===== src/rtl/prst_pkg.sv =====
// Shared types and constants for the mutable 2D prefix-sum table.
`timescale 1ns / 1ps

package prst_pkg;

   // Fixed field widths of the request, response and CSR port.
   localparam int ROW_W     = 6;
   localparam int COL_W     = 6;
   localparam int VALUE_W   = 16;
   localparam int SUM_W     = 32;
   localparam int CFG_W     = 7;
   localparam int CSR_IDX_W = 1;

   localparam logic [CSR_IDX_W-1:0] CSR_ROWS_IN_USE = 1'b0;
   localparam logic [CSR_IDX_W-1:0] CSR_COLS_IN_USE = 1'b1;

   localparam logic REQ_UPDATE = 1'b0;
   localparam logic REQ_QUERY  = 1'b1;

   localparam logic STATUS_DONE  = 1'b0;
   localparam logic STATUS_ERROR = 1'b1;

   typedef enum logic [2:0] {
      ST_CLEAR,
      ST_IDLE,
      ST_UPD_OLD,
      ST_SWEEP,
      ST_QUERY,
      ST_RESP
   } seq_state_type;

   typedef enum logic {
      ALU_ADD,
      ALU_SUB
   } alu_op_type;

   typedef struct packed {
      alu_op_type       op;
      logic [SUM_W-1:0] a;
      logic [SUM_W-1:0] b;
   } alu_req_type;

endpackage


===== src/rtl/prst_alu.sv =====
// Shared 32-bit add/subtract unit used by the update and query steps of the sequencer.
`timescale 1ns / 1ps

module prst_alu (
   input  prst_pkg::alu_req_type       alu_req,
   output logic [prst_pkg::SUM_W-1:0]  alu_res
);
   import prst_pkg::*;

   always_comb begin
      case (alu_req.op)
         ALU_ADD: alu_res = alu_req.a + alu_req.b;
         ALU_SUB: alu_res = alu_req.a - alu_req.b;
         default: alu_res = alu_req.a;
      endcase
   end
endmodule


===== config.mk =====
export PLATFORM = sky130hd
export DESIGN_NAME = prst_alu
export DESIGN_NICKNAME = d
export VERILOG_FILES = /design/src/rtl/prst_pkg.sv /design/src/rtl/prst_alu.sv
export SDC_FILE = /design/constraint.sdc
export NUM_CORES = 1
export LEC_CHECK = 0
export ABC_CLOCK_PERIOD_IN_PS = 4200
export BUFFER_PORTS_ARGS = -buffer_cell sky130_fd_sc_hd__buf_2
export CORE_UTILIZATION = 47
export DETAILED_ROUTE_END_ITERATION = 6
export GPL_TIMING_DRIVEN = 0
export PLACE_DENSITY = 0.8
export SYNTH_ARGS = -nofsm -noshare
export SYNTH_HDL_FRONTEND = slang
export SYNTH_SLANG_ARGS = --single-unit

===== constraint.sdc =====
create_clock -name vclk -period 4.2
set_input_delay 0.42 -clock vclk [all_inputs]
set_output_delay 0.42 -clock vclk [all_outputs]
set_load 0.01 [all_outputs]

==> impl_metrics.tcl <==
set metrics [dict create \
    combPwrFrac 1.000 \
    switching_share 0.540 \
    maxCapViolCount 0 \
    overflow 0 \
    ant_nets 0 \
    place_ws_ps -549 \
    setup_slack_ps -240 \
    nFlopsAndLatches 0 \
    drc 0 \
    p_sw_uw 451 \
    yosysWarningCount 0 \
    crit_type "in -> out" \
    clkPwrFrac 0 \
    grt_usage 0.267 \
    hp-class "in -> out" \
    finalCritPeriodShare 1.06 \
    synthTopCellsByCount "a21oi_1 (45), xnor2_1 (42), nor2_1 (38)" \
    synth_nets 446 \
    holdWs_ps 1240 \
    first_pass_iters 5 \
    ys_top_cells_by_area "ha_1 (17%), xnor2_1 (16%), a21oi_1 (9.6%)" \
    initial_core_util 0.493 \
    slew_headroom 0.622 \
    core_mm2 0.00479 \
    drive_above_1_share 0.442 \
    register_area_um2 0 \
    seq_area_frac_synth 0 \
    antenna_found_initial 0 \
    synth_area_per_cell_um2 6.77 \
    worst_slew_pin_slew_ps 567 \
    vdd_drop_max_mv 0.153 \
    power.density_mw_per_mm2 231 \
    required_ps 3780 \
    final_nets 573 \
    cp-start-kind "primary input" \
    rows 25 \
    fill_cells 341 \
    nClkBuffers 0 \
    setup_viol 12 \
    portBuffers 97 \
    die_w_um 72.8 \
    synth_top_area_cell "ha_1" \
    syn_area_mm2 0.00236 \
    syn2layout_area_growth_pct 53.2 \
    holdBufCountCts 0 \
    critPathMaxFanout 6 \
    seqPwrFrac 0 \
    violations "setup timing" \
    post_dp_cell_area_mm2 0.00293 \
    dp_hpwl_mm 5.60 \
    die_y_um 72.8 \
    endpoint_kind "output port" \
    dieArea_mm2 0.00530 \
    synth_top_area_frac 0.170 \
    hold_viol_final 0 \
    p_leak_uw 0.00159 \
    intPower_uw 384 \
    worstPathArrival_ps 4020 \
    wl_per_cell_um 15.6 \
    rsz0062_at_grt "true" \
    antenna_cells 0 \
    drt_iter0_markers 256 \
    power_uw 835 \
    ys_types 51 \
    gp_congestion 1.02 \
    ioPinCount 97 \
    finalMaxSlewViolations 0 \
    grt_pass1_wl_mm 11.5 \
    drt-total-wl_mm 8.43 \
    synth.most_common_cell "a21oi_1" \
    grt_max_degree 11 \
    via_per_inst 5.83 \
    clock.fmax_mhz 225 \
    grt_pass1_vias 2567 \
    fin_crit_ps 4440 \
    outcome "finished, violations left" \
    stdcell_area_mm2 0.00361 \
    vias 3147 \
    synthCells 348 \
]
final timing paths:
check	slack (ps)	endpoint	startpoint	depth (start not counted)
worst max-delay path	-240	alu_res[25]	alu_req[4]	15
worst min-delay path	1240	alu_res[0]	alu_req[32]	5
timing repair:
action / 4_1_cts / 5_1_grt
hold endpoints to repair: 0 / 0
endpoints found under the setup margin: 17 / 19
pin swaps: 36 / 38
setup buffers: 15 / 20
resized for setup: 48 / 54
cells in the final DEF, fill, tap and decap left out, drive strengths merged, types with 9 or more instances in the layout:
master	synthesis	layout
xor2	15	15
nand3	9	9
nor2	39	39
a21oi	45	45
ha	32	32
nand2	24	24
xnor2	43	43
o21ai	18	18
inv	15	15
buf	2	133
nor3	17	17
kinds of logic (layout without fill, tap and decap cells):
kind of cell,after synthesis,after routing,share of synthesized area
AOI/OAI and AO/OA,105,105,0.280
xor gates and xnor gates,58,58,0.219
and+or+nand+nor,124,124,0.272
muxes,2,2,0.00902
adders and majority gates,33,33,0.178
buffers and inverters,26,151,0.0425
critical path, stage by stage:
cell and delay (ps):
buf_6 90, or4_4 530, or3_4 360, buf_4 150, nor4_4 250, a21oi_1 160
xnor2_2 180, ha_4 330, nand3_4 80, or3_4 390, o21ai_4 250, a311oi_4 180
o31ai_2 300, xor2_1 190, buf_2 150
power by group through the flow:
stage	Combinational, uW	Clock (uW)	Sequential, uW
3_3_place_gp	637	0	0
6_report	835	0	0
5_1_grt	902	0	0
3_5_place_dp	645	0	0
2_1_floorplan	438	0	0
4_1_cts	726	0	0
cell type report:
cell class | instances | area (um^2) | area share
Multi-Input combinational cell | 322 | 2660 | 0.737
Timing Repair Buffer | 131 | 771 | 0.213
Tap cell | 67 | 83.8 | 0.0232
Inverter | 15 | 56.3 | 0.0156
Buffer | 5 | 40.0 | 0.0111
routing by layer:
metal  GRT usage  share of wire
met3     0.00967          0.062
met2       0.472           0.49
met4      0.0240          0.027
met1       0.373           0.42
met5           0              0
stage by stage:
stage               TNS [ps]  cells  utilization
floorplan                  0    348            -
global placement       -4810    512        0.613
detailed placement     -5030    512        0.613
CTS                    -1490    524        0.679
global route           -3330    540        0.755
finish                 -1930    540        0.755
No activity file was read; power rests on OpenSTA's default activity.
