===== src/rtl/prst_pkg.sv =====
// Shared types and constants for the mutable 2D prefix-sum table.
`timescale 1ns / 1ps

package prst_pkg;

   // Fixed field widths of the request, response and CSR port.
   localparam int ROW_W     = 6;
   localparam int COL_W     = 6;
   localparam int VALUE_W   = 16;
   localparam int SUM_W     = 32;
   localparam int CFG_W     = 7;
   localparam int CSR_IDX_W = 1;

   localparam logic [CSR_IDX_W-1:0] CSR_ROWS_IN_USE = 1'b0;
   localparam logic [CSR_IDX_W-1:0] CSR_COLS_IN_USE = 1'b1;

   localparam logic REQ_UPDATE = 1'b0;
   localparam logic REQ_QUERY  = 1'b1;

   localparam logic STATUS_DONE  = 1'b0;
   localparam logic STATUS_ERROR = 1'b1;

   typedef enum logic [2:0] {
      ST_CLEAR,
      ST_IDLE,
      ST_UPD_OLD,
      ST_SWEEP,
      ST_QUERY,
      ST_RESP
   } seq_state_type;

   typedef enum logic {
      ALU_ADD,
      ALU_SUB
   } alu_op_type;

   typedef struct packed {
      alu_op_type       op;
      logic [SUM_W-1:0] a;
      logic [SUM_W-1:0] b;
   } alu_req_type;

endpackage


===== src/rtl/prst_if.sv =====
// Request and response channel interfaces of the prefix-sum table.
`timescale 1ns / 1ps

interface prst_req_if;
   import prst_pkg::*;

   logic                      valid;
   logic                      ready;
   logic                      req_type;
   logic [ROW_W-1:0]          row;
   logic [COL_W-1:0]          col;
   logic [ROW_W-1:0]          row_end;
   logic [COL_W-1:0]          col_end;
   logic signed [VALUE_W-1:0] value;

   modport source (output valid, req_type, row, col, row_end, col_end, value,
                   input ready);
   modport sink (input valid, req_type, row, col, row_end, col_end, value,
                 output ready);
endinterface

interface prst_rsp_if;
   import prst_pkg::*;

   logic                    valid;
   logic                    ready;
   logic signed [SUM_W-1:0] region_sum;
   logic                    status;

   modport source (output valid, region_sum, status, input ready);
   modport sink (input valid, region_sum, status, output ready);
endinterface


===== src/rtl/prst_seq.sv =====
// Sequencer: clearing pass, update sweep, four-read query and response register.
`timescale 1ns / 1ps

module prst_seq #(
   parameter int MAX_ROWS   = 64,
   parameter int MAX_COLS   = 64,
   parameter int CELL_WIDTH = 16,
   parameter int RW         = $clog2(MAX_ROWS + 1),
   parameter int CW         = $clog2(MAX_COLS + 1)
) (
   input  logic                          clock,
   input  logic                          reset,
   input  logic [prst_pkg::CFG_W-1:0]    rows_in_use,
   input  logic [prst_pkg::CFG_W-1:0]    cols_in_use,
   prst_req_if.sink                      req_if,
   prst_rsp_if.source                    rsp_if,
   output prst_pkg::alu_req_type         alu_req,
   input  logic [prst_pkg::SUM_W-1:0]    alu_res,
   output logic                          cell_we,
   output logic [RW+CW-1:0]              cell_waddr,
   output logic [CELL_WIDTH-1:0]         cell_wdata,
   output logic                          cell_re,
   output logic [RW+CW-1:0]              cell_raddr,
   input  logic [CELL_WIDTH-1:0]         cell_rdata,
   output logic                          tbl_we,
   output logic [RW+CW-1:0]              tbl_waddr,
   output logic [prst_pkg::SUM_W-1:0]    tbl_wdata,
   output logic                          tbl_re,
   output logic [RW+CW-1:0]              tbl_raddr,
   input  logic [prst_pkg::SUM_W-1:0]    tbl_rdata
);
   import prst_pkg::*;

   localparam int CMPW_R = (RW > CFG_W) ? RW : CFG_W;
   localparam int CMPW_C = (CW > CFG_W) ? CW : CFG_W;
   localparam logic [2:0] QSTEP_LAST = 3'd4;

   seq_state_type state_ff, state_in;

   logic [RW-1:0] i_ff, i_in;
   logic [CW-1:0] j_ff, j_in;
   logic [RW-1:0] wi_ff, wi_in;
   logic [CW-1:0] wj_ff, wj_in;
   logic          pend_ff, pend_in;
   logic          rd_act_ff, rd_act_in;
   logic [2:0]    step_ff, step_in;

   logic                         kind_ff, kind_in;
   logic                         err_ff, err_in;
   logic [RW-1:0]                r0_ff, r0_in, r1_ff, r1_in;
   logic [CW-1:0]                c0_ff, c0_in, c1_ff, c1_in;
   logic signed [CELL_WIDTH-1:0] cell_ff, cell_in;
   logic [SUM_W-1:0]             delta_ff, delta_in;
   logic [SUM_W-1:0]             acc_ff, acc_in;

   logic                    rsp_valid_ff, rsp_valid_in;
   logic signed [SUM_W-1:0] rsp_sum_ff, rsp_sum_in;
   logic                    rsp_status_ff, rsp_status_in;

   logic                    accept;
   logic                    rsp_free;
   logic                    req_err;
   logic                    upd_err;
   logic                    qry_err;
   logic                    clr_last;
   logic                    row_last;
   logic                    col_last;
   logic signed [SUM_W-1:0] val_ext;
   logic [CMPW_R-1:0]       row_x, row_end_x, rows_x;
   logic [CMPW_C-1:0]       col_x, col_end_x, cols_x;

   assign accept   = req_if.valid && req_if.ready;
   assign rsp_free = !rsp_valid_ff || rsp_if.ready;

   assign row_x     = CMPW_R'(req_if.row);
   assign row_end_x = CMPW_R'(req_if.row_end);
   assign rows_x    = CMPW_R'(rows_in_use);
   assign col_x     = CMPW_C'(req_if.col);
   assign col_end_x = CMPW_C'(req_if.col_end);
   assign cols_x    = CMPW_C'(cols_in_use);

   assign upd_err = (row_x >= rows_x) || (col_x >= cols_x);
   assign qry_err = (row_x > row_end_x) || (col_x > col_end_x) ||
                    (row_end_x >= rows_x) || (col_end_x >= cols_x);
   assign req_err = (req_if.req_type == REQ_QUERY) ? qry_err : upd_err;
   assign val_ext = SUM_W'(req_if.value);

   assign row_last = (CMPW_R'(i_ff) == rows_x);
   assign col_last = (CMPW_C'(j_ff) == cols_x);
   assign clr_last = (i_ff == RW'(MAX_ROWS)) && (j_ff == CW'(MAX_COLS));

   // Next state.
   always_comb begin
      state_in = state_ff;
      case (state_ff)
         ST_CLEAR: begin
            if (clr_last) begin
               state_in = ST_IDLE;
            end
         end
         ST_IDLE: begin
            if (accept) begin
               if (req_err) begin
                  state_in = ST_RESP;
               end else if (req_if.req_type == REQ_QUERY) begin
                  state_in = ST_QUERY;
               end else begin
                  state_in = ST_UPD_OLD;
               end
            end
         end
         ST_UPD_OLD: state_in = ST_SWEEP;
         ST_SWEEP: begin
            if (!rd_act_ff && pend_ff) begin
               state_in = ST_RESP;
            end
         end
         ST_QUERY: begin
            if (step_ff == QSTEP_LAST) begin
               state_in = ST_RESP;
            end
         end
         ST_RESP: begin
            if (rsp_free) begin
               state_in = ST_IDLE;
            end
         end
         default: state_in = ST_IDLE;
      endcase
   end

   // Memory ports, shared unit and handshake.
   always_comb begin
      req_if.ready = (state_ff == ST_IDLE);
      alu_req      = '{op: ALU_ADD, a: '0, b: '0};
      cell_we      = 1'b0;
      cell_waddr   = {r0_ff, c0_ff};
      cell_wdata   = cell_ff;
      cell_re      = accept;
      cell_raddr   = {RW'(req_if.row), CW'(req_if.col)};
      tbl_we       = 1'b0;
      tbl_waddr    = {wi_ff, wj_ff};
      tbl_wdata    = alu_res;
      tbl_re       = 1'b0;
      tbl_raddr    = {i_ff, j_ff};
      case (state_ff)
         ST_CLEAR: begin
            tbl_we     = 1'b1;
            tbl_waddr  = {i_ff, j_ff};
            tbl_wdata  = '0;
            cell_we    = (i_ff < RW'(MAX_ROWS)) && (j_ff < CW'(MAX_COLS));
            cell_waddr = {i_ff, j_ff};
            cell_wdata = '0;
         end
         ST_UPD_OLD: begin
            // The old cell arrives now; the change is new minus old.
            alu_req = '{op: ALU_SUB, a: SUM_W'(cell_ff), b: SUM_W'($signed(cell_rdata))};
            cell_we = 1'b1;
         end
         ST_SWEEP: begin
            tbl_re  = rd_act_ff;
            tbl_we  = pend_ff;
            alu_req = '{op: ALU_ADD, a: tbl_rdata, b: delta_ff};
         end
         ST_QUERY: begin
            tbl_re = (step_ff != QSTEP_LAST);
            case (step_ff)
               3'd0: tbl_raddr = {r1_ff + RW'(1), c1_ff + CW'(1)};
               3'd1: tbl_raddr = {r0_ff, c1_ff + CW'(1)};
               3'd2: tbl_raddr = {r1_ff + RW'(1), c0_ff};
               default: tbl_raddr = {r0_ff, c0_ff};
            endcase
            case (step_ff)
               3'd1: alu_req = '{op: ALU_ADD, a: '0, b: tbl_rdata};
               3'd2: alu_req = '{op: ALU_SUB, a: acc_ff, b: tbl_rdata};
               3'd3: alu_req = '{op: ALU_SUB, a: acc_ff, b: tbl_rdata};
               3'd4: alu_req = '{op: ALU_ADD, a: acc_ff, b: tbl_rdata};
               default: alu_req = '{op: ALU_ADD, a: '0, b: '0};
            endcase
         end
         default: begin
         end
      endcase
   end

   // Datapath register updates.
   always_comb begin
      i_in          = i_ff;
      j_in          = j_ff;
      wi_in         = wi_ff;
      wj_in         = wj_ff;
      pend_in       = pend_ff;
      rd_act_in     = rd_act_ff;
      step_in       = step_ff;
      kind_in       = kind_ff;
      err_in        = err_ff;
      r0_in         = r0_ff;
      r1_in         = r1_ff;
      c0_in         = c0_ff;
      c1_in         = c1_ff;
      cell_in       = cell_ff;
      delta_in      = delta_ff;
      acc_in        = acc_ff;
      rsp_valid_in  = rsp_valid_ff && !rsp_if.ready;
      rsp_sum_in    = rsp_sum_ff;
      rsp_status_in = rsp_status_ff;
      case (state_ff)
         ST_CLEAR: begin
            if (j_ff == CW'(MAX_COLS)) begin
               j_in = '0;
               i_in = i_ff + RW'(1);
            end else begin
               j_in = j_ff + CW'(1);
            end
         end
         ST_IDLE: begin
            if (accept) begin
               kind_in   = req_if.req_type;
               err_in    = req_err;
               r0_in     = RW'(req_if.row);
               c0_in     = CW'(req_if.col);
               r1_in     = RW'(req_if.row_end);
               c1_in     = CW'(req_if.col_end);
               cell_in   = val_ext[CELL_WIDTH-1:0];
               i_in      = RW'(req_if.row) + RW'(1);
               j_in      = CW'(req_if.col) + CW'(1);
               rd_act_in = 1'b1;
               pend_in   = 1'b0;
               step_in   = '0;
            end
         end
         ST_UPD_OLD: delta_in = alu_res;
         ST_SWEEP: begin
            // Reads run one entry ahead of the write-back.
            pend_in = rd_act_ff;
            if (rd_act_ff) begin
               wi_in = i_ff;
               wj_in = j_ff;
               if (row_last && col_last) begin
                  rd_act_in = 1'b0;
               end else if (col_last) begin
                  j_in = c0_ff + CW'(1);
                  i_in = i_ff + RW'(1);
               end else begin
                  j_in = j_ff + CW'(1);
               end
            end
         end
         ST_QUERY: begin
            step_in = step_ff + 3'd1;
            if (step_ff != 3'd0) begin
               acc_in = alu_res;
            end
         end
         ST_RESP: begin
            if (rsp_free) begin
               rsp_valid_in  = 1'b1;
               rsp_status_in = err_ff ? STATUS_ERROR : STATUS_DONE;
               rsp_sum_in    = (err_ff || kind_ff == REQ_UPDATE) ? '0 : acc_ff;
            end
         end
         default: begin
         end
      endcase
   end

   always_ff @(posedge clock) begin
      if (reset) begin
         state_ff     <= ST_CLEAR;
         i_ff         <= '0;
         j_ff         <= '0;
         pend_ff      <= 1'b0;
         rd_act_ff    <= 1'b0;
         step_ff      <= '0;
         rsp_valid_ff <= 1'b0;
      end else begin
         state_ff     <= state_in;
         i_ff         <= i_in;
         j_ff         <= j_in;
         pend_ff      <= pend_in;
         rd_act_ff    <= rd_act_in;
         step_ff      <= step_in;
         rsp_valid_ff <= rsp_valid_in;
      end
   end

   always_ff @(posedge clock) begin
      wi_ff         <= wi_in;
      wj_ff         <= wj_in;
      kind_ff       <= kind_in;
      err_ff        <= err_in;
      r0_ff         <= r0_in;
      r1_ff         <= r1_in;
      c0_ff         <= c0_in;
      c1_ff         <= c1_in;
      cell_ff       <= cell_in;
      delta_ff      <= delta_in;
      acc_ff        <= acc_in;
      rsp_sum_ff    <= rsp_sum_in;
      rsp_status_ff <= rsp_status_in;
   end

   assign rsp_if.valid      = rsp_valid_ff;
   assign rsp_if.region_sum = rsp_sum_ff;
   assign rsp_if.status     = rsp_status_ff;
endmodule


===== src/flat_wrapper.sv =====
// flat-port wrapper written by rule: the top's interface ports become plain ports
module prst_seq_flat import prst_pkg::*;
#(
   parameter int MAX_ROWS   = 64,
   parameter int MAX_COLS   = 64,
   parameter int CELL_WIDTH = 16,
   parameter int RW         = $clog2(MAX_ROWS + 1),
   parameter int CW         = $clog2(MAX_COLS + 1)
)
  (clock, reset, rows_in_use, cols_in_use, alu_req, alu_res, cell_we, cell_waddr, cell_wdata, cell_re, cell_raddr, cell_rdata, tbl_we, tbl_waddr, tbl_wdata, tbl_re, tbl_raddr, tbl_rdata, req_if_valid, req_if_req_type, req_if_row, req_if_col, req_if_row_end, req_if_col_end, req_if_value, req_if_ready, rsp_if_valid, rsp_if_region_sum, rsp_if_status, rsp_if_ready);
  prst_req_if req_if_i ();
  prst_rsp_if rsp_if_i ();
  input  logic clock;
  input  logic reset;
  input  logic [prst_pkg::CFG_W-1:0] rows_in_use;
  input  logic [prst_pkg::CFG_W-1:0] cols_in_use;
  output prst_pkg::alu_req_type alu_req;
  input  logic [prst_pkg::SUM_W-1:0] alu_res;
  output logic cell_we;
  output logic [RW+CW-1:0] cell_waddr;
  output logic [CELL_WIDTH-1:0] cell_wdata;
  output logic cell_re;
  output logic [RW+CW-1:0] cell_raddr;
  input  logic [CELL_WIDTH-1:0] cell_rdata;
  output logic tbl_we;
  output logic [RW+CW-1:0] tbl_waddr;
  output logic [prst_pkg::SUM_W-1:0] tbl_wdata;
  output logic tbl_re;
  output logic [RW+CW-1:0] tbl_raddr;
  input  logic [prst_pkg::SUM_W-1:0] tbl_rdata;
  input wire logic [$bits(req_if_i.valid)-1:0] req_if_valid;
  input wire logic [$bits(req_if_i.req_type)-1:0] req_if_req_type;
  input wire logic [$bits(req_if_i.row)-1:0] req_if_row;
  input wire logic [$bits(req_if_i.col)-1:0] req_if_col;
  input wire logic [$bits(req_if_i.row_end)-1:0] req_if_row_end;
  input wire logic [$bits(req_if_i.col_end)-1:0] req_if_col_end;
  input wire logic [$bits(req_if_i.value)-1:0] req_if_value;
  output wire logic [$bits(req_if_i.ready)-1:0] req_if_ready;
  output wire logic [$bits(rsp_if_i.valid)-1:0] rsp_if_valid;
  output wire logic [$bits(rsp_if_i.region_sum)-1:0] rsp_if_region_sum;
  output wire logic [$bits(rsp_if_i.status)-1:0] rsp_if_status;
  input wire logic [$bits(rsp_if_i.ready)-1:0] rsp_if_ready;
  assign req_if_i.valid = req_if_valid;
  assign req_if_i.req_type = req_if_req_type;
  assign req_if_i.row = req_if_row;
  assign req_if_i.col = req_if_col;
  assign req_if_i.row_end = req_if_row_end;
  assign req_if_i.col_end = req_if_col_end;
  assign req_if_i.value = req_if_value;
  assign req_if_ready = req_if_i.ready;
  assign rsp_if_valid = rsp_if_i.valid;
  assign rsp_if_region_sum = rsp_if_i.region_sum;
  assign rsp_if_status = rsp_if_i.status;
  assign rsp_if_i.ready = rsp_if_ready;
  prst_seq #(.MAX_ROWS(MAX_ROWS), .MAX_COLS(MAX_COLS), .CELL_WIDTH(CELL_WIDTH), .RW(RW), .CW(CW)) u_core (.clock(clock), .reset(reset), .rows_in_use(rows_in_use), .cols_in_use(cols_in_use), .req_if(req_if_i), .rsp_if(rsp_if_i), .alu_req(alu_req), .alu_res(alu_res), .cell_we(cell_we), .cell_waddr(cell_waddr), .cell_wdata(cell_wdata), .cell_re(cell_re), .cell_raddr(cell_raddr), .cell_rdata(cell_rdata), .tbl_we(tbl_we), .tbl_waddr(tbl_waddr), .tbl_wdata(tbl_wdata), .tbl_re(tbl_re), .tbl_raddr(tbl_raddr), .tbl_rdata(tbl_rdata));
endmodule

===== config.mk =====
export PLATFORM = sky130hd
export DESIGN_NAME = prst_seq_flat
export DESIGN_NICKNAME = d
export VERILOG_FILES = /design/src/rtl/prst_pkg.sv /design/src/rtl/prst_if.sv /design/src/rtl/prst_seq.sv /design/src/flat_wrapper.sv
export SDC_FILE = /design/constraint.sdc
export NUM_CORES = 1
export LEC_CHECK = 0
export BUFFER_PORTS_ARGS = -buffer_cell sky130_fd_sc_hd__clkbuf_2
export CORE_MARGIN = 2
export CORE_UTILIZATION = 35
export DETAILED_ROUTE_END_ITERATION = 16
export PLACE_DENSITY = 0.7
export SYNTH_ARGS = -nofsm -noshare
export SYNTH_HDL_FRONTEND = slang
export SYNTH_SLANG_ARGS = --single-unit

===== constraint.sdc =====
create_clock -name clock -period 3.1 [get_ports clock]
set_input_delay 0.155 -clock clock [delete_from_list [all_inputs] [get_ports clock]]
set_output_delay 0.155 -clock clock [all_outputs]
set_load 0.1 [all_outputs]

==> results of run 1 <==
[where the power goes]
group	internal, W	switching, W	total (W)
Combinational	0.00158	0.00724	0.00882
Sequential	0.00286	0.000292	0.00316
Clock	0.00108	0.00103	0.00212
[layer usage]
layer	vias up	part of all wire (%)	track usage, %	routed length, microns
met5	-	0	0	0
met4	0	3.2	8.73	1100
met3	75	7.9	3.68	2700
met2	477	49	37.7	16700
met1	4214	40	29.8	13800
li1	4101	-	-	-
[per-stage QoR]
step	std cells	worst slack, ns	util (%)
floorplan	907	0.191	-
global placement	1584	0.682	46.4
detailed placement	1584	0.586	46.4
CTS	1678	0.127	50.7
global route	1678	0.0172	50.7
finish	1678	0.122	50.7
[final cells by class]
class | count | area [sq um] | area share (%)
multi-input cells | 591 | 4100 | 29.3
repair buffers | 432 | 3540 | 25.3
clock inverters | 15 | 160 | 1.14
clock buffers | 17 | 425 | 3.03
flip-flops and latches | 176 | 5050 | 36.1
inverters | 69 | 259 | 1.85
well taps | 378 | 473 | 3.37
[cells by family (layout without fill, tap and decap cells)]
kind of cell,count (synthesis),in the layout,synth area share [%]
simple gates,314,314,16.4
compound gates,187,187,15.2
flops,176,176,51.7
buf+inv,140,533,6.88
fa+ha+maj,47,47,6.02
xor+xnor,37,37,3.32
mux,4,4,0.423
other cells,1,2,0.0384
[cell usage after synthesis, types with 3 or more instances]
| master | n |
|---|---|
| ha_1 | 47 |
| edfxtp_1 | 153 |
| nand2_1 | 101 |
| xnor2_1 | 16 |
| a21oi_1 | 32 |
| o31ai_1 | 3 |
| o21ai_0 | 17 |
| a31oi_1 | 8 |
| and3_1 | 12 |
| mux2i_1 | 3 |
| nand3_1 | 33 |
| and2_1 | 34 |
| dfxtp_1 | 23 |
| xor2_1 | 21 |
| buf_4 | 17 |
| inv_1 | 67 |
| nand2b_1 | 3 |
| or3_1 | 3 |
| nand4_1 | 3 |
| o22ai_1 | 5 |
| a221oi_1 | 15 |
| nor2b_1 | 53 |
| a21o_1 | 11 |
| buf_2 | 6 |
| clkbuf_1 | 38 |
| a222oi_1 | 30 |
| nor2_1 | 43 |
| buf_6 | 10 |
| a211oi_1 | 7 |
| a221o_1 | 36 |
| nor3_1 | 12 |
[cells in the final DEF, fill, tap and decap left out, types with 3 or more instances in the layout]
master and instances:
a211oi_1 7, nor2_1 43, xnor2_1 16, nor2b_1 52, buf_4 26, inv_6 3, mux2i_1 3, inv_8 5
or3_1 3, nand2_1 101, clkbuf_16 17, buf_12 67, o21ai_0 15, xor2_1 21, nor3_1 9, dlygate4sd3_1 62
a21oi_1 29, dfxtp_1 23, inv_1 67, ha_1 47, and3_1 12, nand2b_1 3, a221oi_1 15, a21oi_4 3
a222oi_1 30, nand3_1 33, o22ai_1 5, o31ai_1 3, clkbuf_2 277, and2_1 34, nand4_1 3, a21o_1 11
a31oi_1 8, a221o_1 36, edfxtp_1 153
[critical path: stages, from the launching register on]
cell and delay, ns:
dfxtp_1 0.70, nor2_1 0.16, nand2_1 0.51, a21oi_4 0.07, a222oi_1 0.55, inv_1 0.18
buf_12 0.21
[repair_timing]
item / in CTS / in global routing
gates resized for setup: 0 / 0
hold endpoints to repair: 94 / 0
setup endpoints to repair: 0 / 0
hold buffers: 62 / 0
[registers in the layout, summed over array words and instances (netlist names), 3 cells and up]
register	cells
u_core.wi_ff	7
u_core.c0_ff	6
u_core.i_ff	7
u_core.r1_ff	6
u_core.wj_ff	7
u_core.r0_ff	6
u_core.acc_ff	32
u_core.c1_ff	6
u_core.rsp_if.region_sum	32
u_core.j_ff	7
u_core.delta_ff	32
u_core.cell_ff	16
u_core.state_ff	3
u_core.step_ff	3
[worst max-delay path by stage]
stage	slack, ns	start	end
2_1_floorplan	0.19	u_core.state_ff[2]	u_core.acc_ff[0]
3_3_place_gp	0.68	u_core.state_ff[2]	alu_req[42]
3_5_place_dp	0.59	u_core.state_ff[1]	alu_req[42]
4_1_cts	0.13	u_core.state_ff[1]	alu_req[42]
5_1_grt	0.02	u_core.state_ff[2]	alu_req[42]
6_report	0.12	u_core.state_ff[1]	alu_req[42]
==> metrics, run 1 <==
Die Height=171 microns; Async SR Flop Fraction=0%; clk buf depth=2; MaxCap Viol Count=0; Placer Congestion=0.923; final setup TNS=0 ns; I/O Pins=347; ANT nets after route=0; min-delay src=req_if_col[4]; Lkg Pwr=6.15 nW; fin nets=1473; IR drop worst, VDD=920 uV; CTS buffer count=17; clock sinks=176; Port-buffer cells=344; largest net degree at the start of global routing=64; grt ovf=0; Tot Pwr=0.0141 W; Gate Count Post-Synth=906; # rows=61; HPWL after DPL=25700 microns; Clk Latency, worst-skew pair=0.44 ns; minimum clock period=2.98 ns; Crit Reg-Reg Startpoint=u_core.state_ff[2]; Slew Viols, Final=0; Reg2Reg Capture Point=u_core.acc_ff[25]; Root Buffer=clkbuf_16; status=finished clean; setup violators final=0; n_diodes=0; yosys warns=0; RSZ-0062 raised after global routing=no; Mapped Area=9770 sq um; Reg clk slew, reported paths=0.07 ns; wire length per cell=20.5 microns; first-pass GRT wire length=50100 microns; Rel. slew slack=46.2%; largest cells by area after synthesis=edfxtp_1 47%, ha_1 6.0%, dfxtp_1 4.7%, nand2_1 3.9%, a221o_1 3.7%; Die W=171 microns; Setup crit end kind=primary output; Req. time, crit path=2.94 ns; CTS H-Tree Depth=4; die area=29300 sq um; Synth area leader=edfxtp_1; routed vias/inst=5.28; vias in the first global route=8467; vias=8867; Crit Path Class=reg2out; Yosys top cell area share=47.0%; hold endpoint=u_core.c0_ff[4]; Hold WC Path Type=in2reg; syn_area_per_cell=10.8 sq um; drt pass-1 iters=9; number of synthesized flops with an enable pin=153; post-synthesis cell type count=66; Filler cells=2491; Design Area, Final=14000 sq um; 1st-iter DRT viols=891; share of cells above drive strength 1=32.5%; DRC errors left=0; R2R depth=4; Tcrit/Tclk final=96.1%; CTS tree=built; Tot GR Track Use=22.7%; crit path launch type=flop; initial antenna violation count=0; critical path peak fanout=15; Achievable Freq=336 MHz; dpl cell area=12800 sq um; worst path arrival time=2.82 ns; P&R area growth vs syn=43.5%; Synth Register Bits=176; prevailing post-synth register cell=edfxtp_1; Core Box Area=27600 sq um; DRT Wirelength=34300 microns; Final Hold Slack=0.0417 ns; WHS Path Cells=1; Setup Skew=0.0139 ns; final hold vios=0; Starting Density=35.4%; worst slew pin tran=0.807 ns; setup bufs post-CTS=0; R2R setup slack=0.58 ns; sequential share of the synthesized area=51.7%; pwr/cell area=1010 nW/um^2
(Power assumes the default switching activity.)
==> run 2: changes to the inputs <==
--- a/config.mk
+++ b/config.mk
@@ -8,2 +8,4 @@
 export BUFFER_PORTS_ARGS = -buffer_cell sky130_fd_sc_hd__clkbuf_2
+export CELL_PAD_IN_SITES_DETAIL_PLACEMENT = 0
+export CELL_PAD_IN_SITES_GLOBAL_PLACEMENT = 1
 export CORE_MARGIN = 2
@@ -11,3 +13,3 @@
 export DETAILED_ROUTE_END_ITERATION = 16
-export PLACE_DENSITY = 0.7
+export PLACE_DENSITY = 0.86
 export SYNTH_ARGS = -nofsm -noshare
--- a/constraint.sdc
+++ b/constraint.sdc
@@ -3,2 +3,2 @@
 set_output_delay 0.155 -clock clock [all_outputs]
-set_load 0.1 [all_outputs]
+set_load 0.02 [all_outputs]
==> run 2 against run 1 <==
Clock-buffer cell count unchanged; die area unchanged; clock power up 7%; global-route usage down 0.74 points; sequential cell count unchanged; worst setup slack better by 0.12 ns; via count about the same; critical path depth up 1; cell count down 0.18%; sequential power about the same; non-clock buffer count down 3; total power down 31%.
==> metrics, run 2 (synthesis results as in run 1) <==
status=finished clean; largest net degree at the start of global routing=64; DRC errors left=0; Req. time, crit path=2.94 ns; Crit Path Class=reg2out; worst slew pin tran=0.835 ns; Slew Viols, Final=0; share of cells above drive strength 1=32.5%; Setup crit end kind=primary output; setup violators final=0; min-delay src=req_if_col[1]; setup ws final=0.242 ns; vias in the first global route=8279; R2R depth=8; routed vias/inst=5.30; I/O Pins=347; Crit Reg-Reg Startpoint=u_core.state_ff[0]; CTS buffer count=17; Placer Congestion=0.937; HPWL after DPL=25200 microns; Tcrit/Tclk final=92.2%; Lkg Pwr=5.94 nW; setup bufs post-CTS=0; Setup Skew=0.0200 ns; RSZ-0062 raised after global routing=no; Core Box Area=27600 sq um; worst path arrival time=2.70 ns; Die W=171 microns; grt ovf=0; Port-buffer cells=344; crit path launch type=flop; MaxCap Viol Count=0; fin nets=1470; n_diodes=0; final core occ=47.3%; initial antenna violation count=0; DRT Wirelength=33600 microns; first-pass GRT wire length=48600 microns; footprint of the multi-input gates=4100 sq um; Starting Density=35.4%; Reg2Reg Capture Point=u_core.i_ff[2]; die area=29300 sq um; Crit. Startpoint=u_core.step_ff[1]; Achievable Freq=350 MHz; clock sinks=176; drt pass-1 iters=10; ANT nets after route=0; # rows=61; Clk Latency, worst-skew pair=0.43 ns; most frequent cells in the layout=344 x clkbuf_2, 153 x edfxtp_1, 101 x nand2_1; CTS H-Tree Depth=4; P&R area growth vs syn=33.8%; commonest non-fill, non-tap cell in the layout=clkbuf_2; pwr/cell area=743 nW/um^2; wire length per cell=20.1 microns; Final Hold Slack=0.0372 ns; Design Area, Final=13100 sq um; Rel. slew slack=44.2%; Reg area=5050 sq um; 1st-iter DRT viols=1223; vias=8875; Tot GR Track Use=22.0%; clk buf depth=2; final setup TNS=0 ns; Root Buffer=clkbuf_16; dpl cell area=11800 sq um; Placement Setup Slack=0.563 ns; IR drop worst, VDD=538 uV; minimum clock period=2.86 ns; final hold vios=0; Reg clk slew, reported paths=0.07 ns; Hold WC Path Type=in2reg; hold endpoint=u_core.c0_ff[1]; critical path peak fanout=23; R2R setup slack=0.49 ns; Die Height=171 microns; WHS Path Cells=1; CTS tree=built; Filler cells=2574
run 2: through the flow:
| step | power (W) | cells |
|---|---|---|
| final | 0.00971 | 1675 |
| after global routing | 0.0102 | 1675 |
| after CTS | 0.00972 | 1675 |
| after detailed placement | 0.00738 | 1581 |
| after global placement | 0.00735 | 1581 |
| after floorplan | 0.00585 | 907 |
run 2: worst max-delay path by stage:
stage                            end  slack [ns]  cells after the start
CTS                       alu_req[0]        0.22                      8
global route              alu_req[0]        0.09                      8
detailed placement    u_core.i_ff[6]        0.56                      7
global placement      u_core.i_ff[6]        0.67                      7
finish                   alu_req[16]        0.24                      7
floorplan           u_core.acc_ff[0]        0.20                      4
run 2: layer usage:
layer	GRT usage (%)	vias to the layer above	share of wire, %
li1	-	4086	-
met1	30.9	4225	43
met2	34.0	494	46
met3	3.98	70	8.5
met4	7.70	0	2.6
met5	0	-	0
run 2: final cells by class:
cell class                 instances  area share (%)
clock inverter                    15            1.68
tap                              378            3.62
sequential                       176            38.7
clock buffer                      17            3.26
multi-input combinational        591            31.3
timing repair buffer             429            19.4
inverter                          69            1.98
run 2: what timing repair did:
item / 4_1_cts / 5_1_grt
endpoints found under the setup margin: 0 / 0
hold buffers: 62 / 0
resized for setup: 0 / 0
hold endpoints to repair: 94 / 0
run 2: worst max-delay path, cell delays in order (launching register included):
cell	delay (ns)
dfxtp_1	0.36
inv_1	0.10
ha_1	0.27
nand2_1	0.17
a21oi_4	0.69
buf_4	0.32
a221o_1	0.16
clkbuf_2	0.17
run 2: where the power goes:
group	switching (W)	total [W]	internal, W
logic	0.00288	0.00426	0.00138
clock network	0.00103	0.00227	0.00125
registers	0.000319	0.00318	0.00286
total	0.00422	0.00971	0.00549
==> run 3: changes to the inputs <==
RECOVER_POWER = 25   (was not set)
==> run 3 against run 2 <==
Clock skew about the same; maximum frequency about the same; sequential power about the same; worst setup slack worse by 0.00091 ns; register-to-register slack about the same; routed wire length up 0.19%; clock-buffer cell count unchanged; via count up 0.56%; sequential cell count unchanged.
==> metrics, run 3 (synthesis results as in run 1) <==
Power Internal=0.00547 W; Setup crit end kind=primary output; Achievable Freq=350 MHz; commonest non-fill, non-tap cell in the layout=clkbuf_2; Top Family by Delay on Critical Path=compound AO/OA/AOI/OAI gates; ANT nets after route=0; worst slew pin tran=0.833 ns; routed vias/inst=5.33; sw power=0.00423 W; post-CTS sizing=0; clock sinks=176; 1st-iter DRT viols=1213; Crit. Startpoint=u_core.step_ff[0]; Clk pwr share=23.5%; pwr/cell area=747 nW/um^2; R2R setup slack=0.50 ns; first-pass GRT wire length=48600 microns; HPWL after DPL=25200 microns; Critical Path Stages=7; fin nets=1470; die area=29300 sq um; R2R depth=8; Placer Congestion=0.937; WHS Path Cells=1; Core Box Area=27600 sq um; Setup Skew=0.0196 ns; Crit Reg-Reg Startpoint=u_core.state_ff[0]; Placed Cells=1581; drt pass-1 iters=11; Final Hold Slack=0.129 ns; n_diodes=0; Port-buffer cells=344; final hold vios=0; DRT Wirelength=33700 microns; Hold WC Path Type=in2reg; critical path peak fanout=23; Rel. slew slack=44.3%; # rows=61; Root Buffer=clkbuf_16; MaxCap Viol Count=0; minimum clock period=2.86 ns; final setup TNS=0 ns; vias=8925; CTS buffer count=17; clk buf depth=2; Die Height=171 microns; register share of total power=32.8%; CTS tree=built; Reg2Reg Capture Point=u_core.i_ff[2]; Tcrit/Tclk final=92.2%; Clk Latency, worst-skew pair=0.43 ns; Crit Path Class=reg2out; IR drop worst, VDD=539 uV; Tot GR Track Use=22.0%; crit path launch type=flop; P&R area growth vs syn=32.8%; share of cells above drive strength 1=26.7%; slowest stage delay, CP=0.69 ns; min-delay src=req_if_col[1]; status=finished clean; initial antenna violation count=0; DRC errors left=0; RSZ-0062 raised after global routing=no; grt ovf=0; largest net degree at the start of global routing=64; Combinational Power Share=43.6%; Starting Density=35.4%; most frequent cells in the layout=271 x clkbuf_2, 153 x edfxtp_1, 101 x nand2_1; critical path, cell by cell=inv_1, ha_1, nand2_1, a21oi_4, buf_4, a221o_1, clkbuf_2; Lkg Pwr=5.71 nW; Die W=171 microns; switch share=43.6%; Worst Path Buf+Inv=3; Slew Viols, Final=0; CP max-delay cell=a21oi_4; wire length per cell=20.1 microns; Req. time, crit path=2.94 ns; I/O Pins=347; CTS H-Tree Depth=4; Reg clk slew, reported paths=0.07 ns; Final Non-Filler Cells=1675; setup violators final=0; worst path arrival time=2.70 ns; hold endpoint=u_core.c0_ff[1]; vias in the first global route=8279
## run 3: changes by cell type in the layout (fill, tap and decap cells not counted), sizes merged
cell,previous run,this run
clkbuf,361,363
buf,23,21
## run 3: timing repair
item,4_1_cts,5_1_grt
hold endpoints to repair,94,0
buffers inserted,0,0
setup endpoints to repair,0,0
hold buffers,62,0
## run 3: power groups by stage
stage	combinational (W)	sequential [W]	clock, W
after floorplan	0.00280	0.00305	0
after global placement	0.00413	0.00322	0
after detailed placement	0.00416	0.00322	0
after CTS	0.00423	0.00317	0.00231
after global routing	0.00457	0.00321	0.00243
final	0.00423	0.00318	0.00228
## run 3: per-stage QoR
stage | utilization (%) | setup slack, ns | area (sq um) | total power (W)
5_1_grt | 46.9 | 0.0904 | 13000 | 0.0102
3_3_place_gp | 42.7 | 0.666 | 11800 | 0.00735
3_5_place_dp | 42.7 | 0.563 | 11800 | 0.00738
4_1_cts | 47.3 | 0.223 | 13100 | 0.00972
6_report | 46.9 | 0.241 | 13000 | 0.00969
2_1_floorplan | - | 0.198 | 9780 | 0.00585
## run 3: worst reg2reg max path, cell delays in order, from the launching register on
cell and delay, ns:
dfxtp_1 0.61, or3b_1 0.58, inv_2 0.28, nand2_2 0.15, inv_2 0.33, nand2_1 0.13
a21oi_1 0.17, a31oi_1 0.06, a211oi_1 0.23
## run 3: layout make-up
cell class                      instances  area, sq um
Clock buffer                           17          425
Inverter                               69          259
Clock inverter                         15          219
Tap cell                              378          473
Fill cell                            2620        14700
Timing Repair Buffer                  429         2440
Sequential cell                       176         5050
Multi-Input combinational cell        591         4100
## run 3: how the worst max path moves through the flow
stage	endpoint	slack, ns
after detailed placement	u_core.i_ff[6]	0.56
after global placement	u_core.i_ff[6]	0.67
after CTS	alu_req[0]	0.22
after floorplan	u_core.acc_ff[0]	0.20
after global routing	alu_req[0]	0.09
final	alu_req[16]	0.24
## run 3: routing by layer
layer / up-vias / GRT usage [%] / share of wire, %
met5: - / 0 / 0
met4: 0 / 7.70 / 2.5
met3: 60 / 3.98 / 8.9
met2: 535 / 34.0 / 46
met1: 4242 / 30.9 / 42
li1: 4088 / - / -
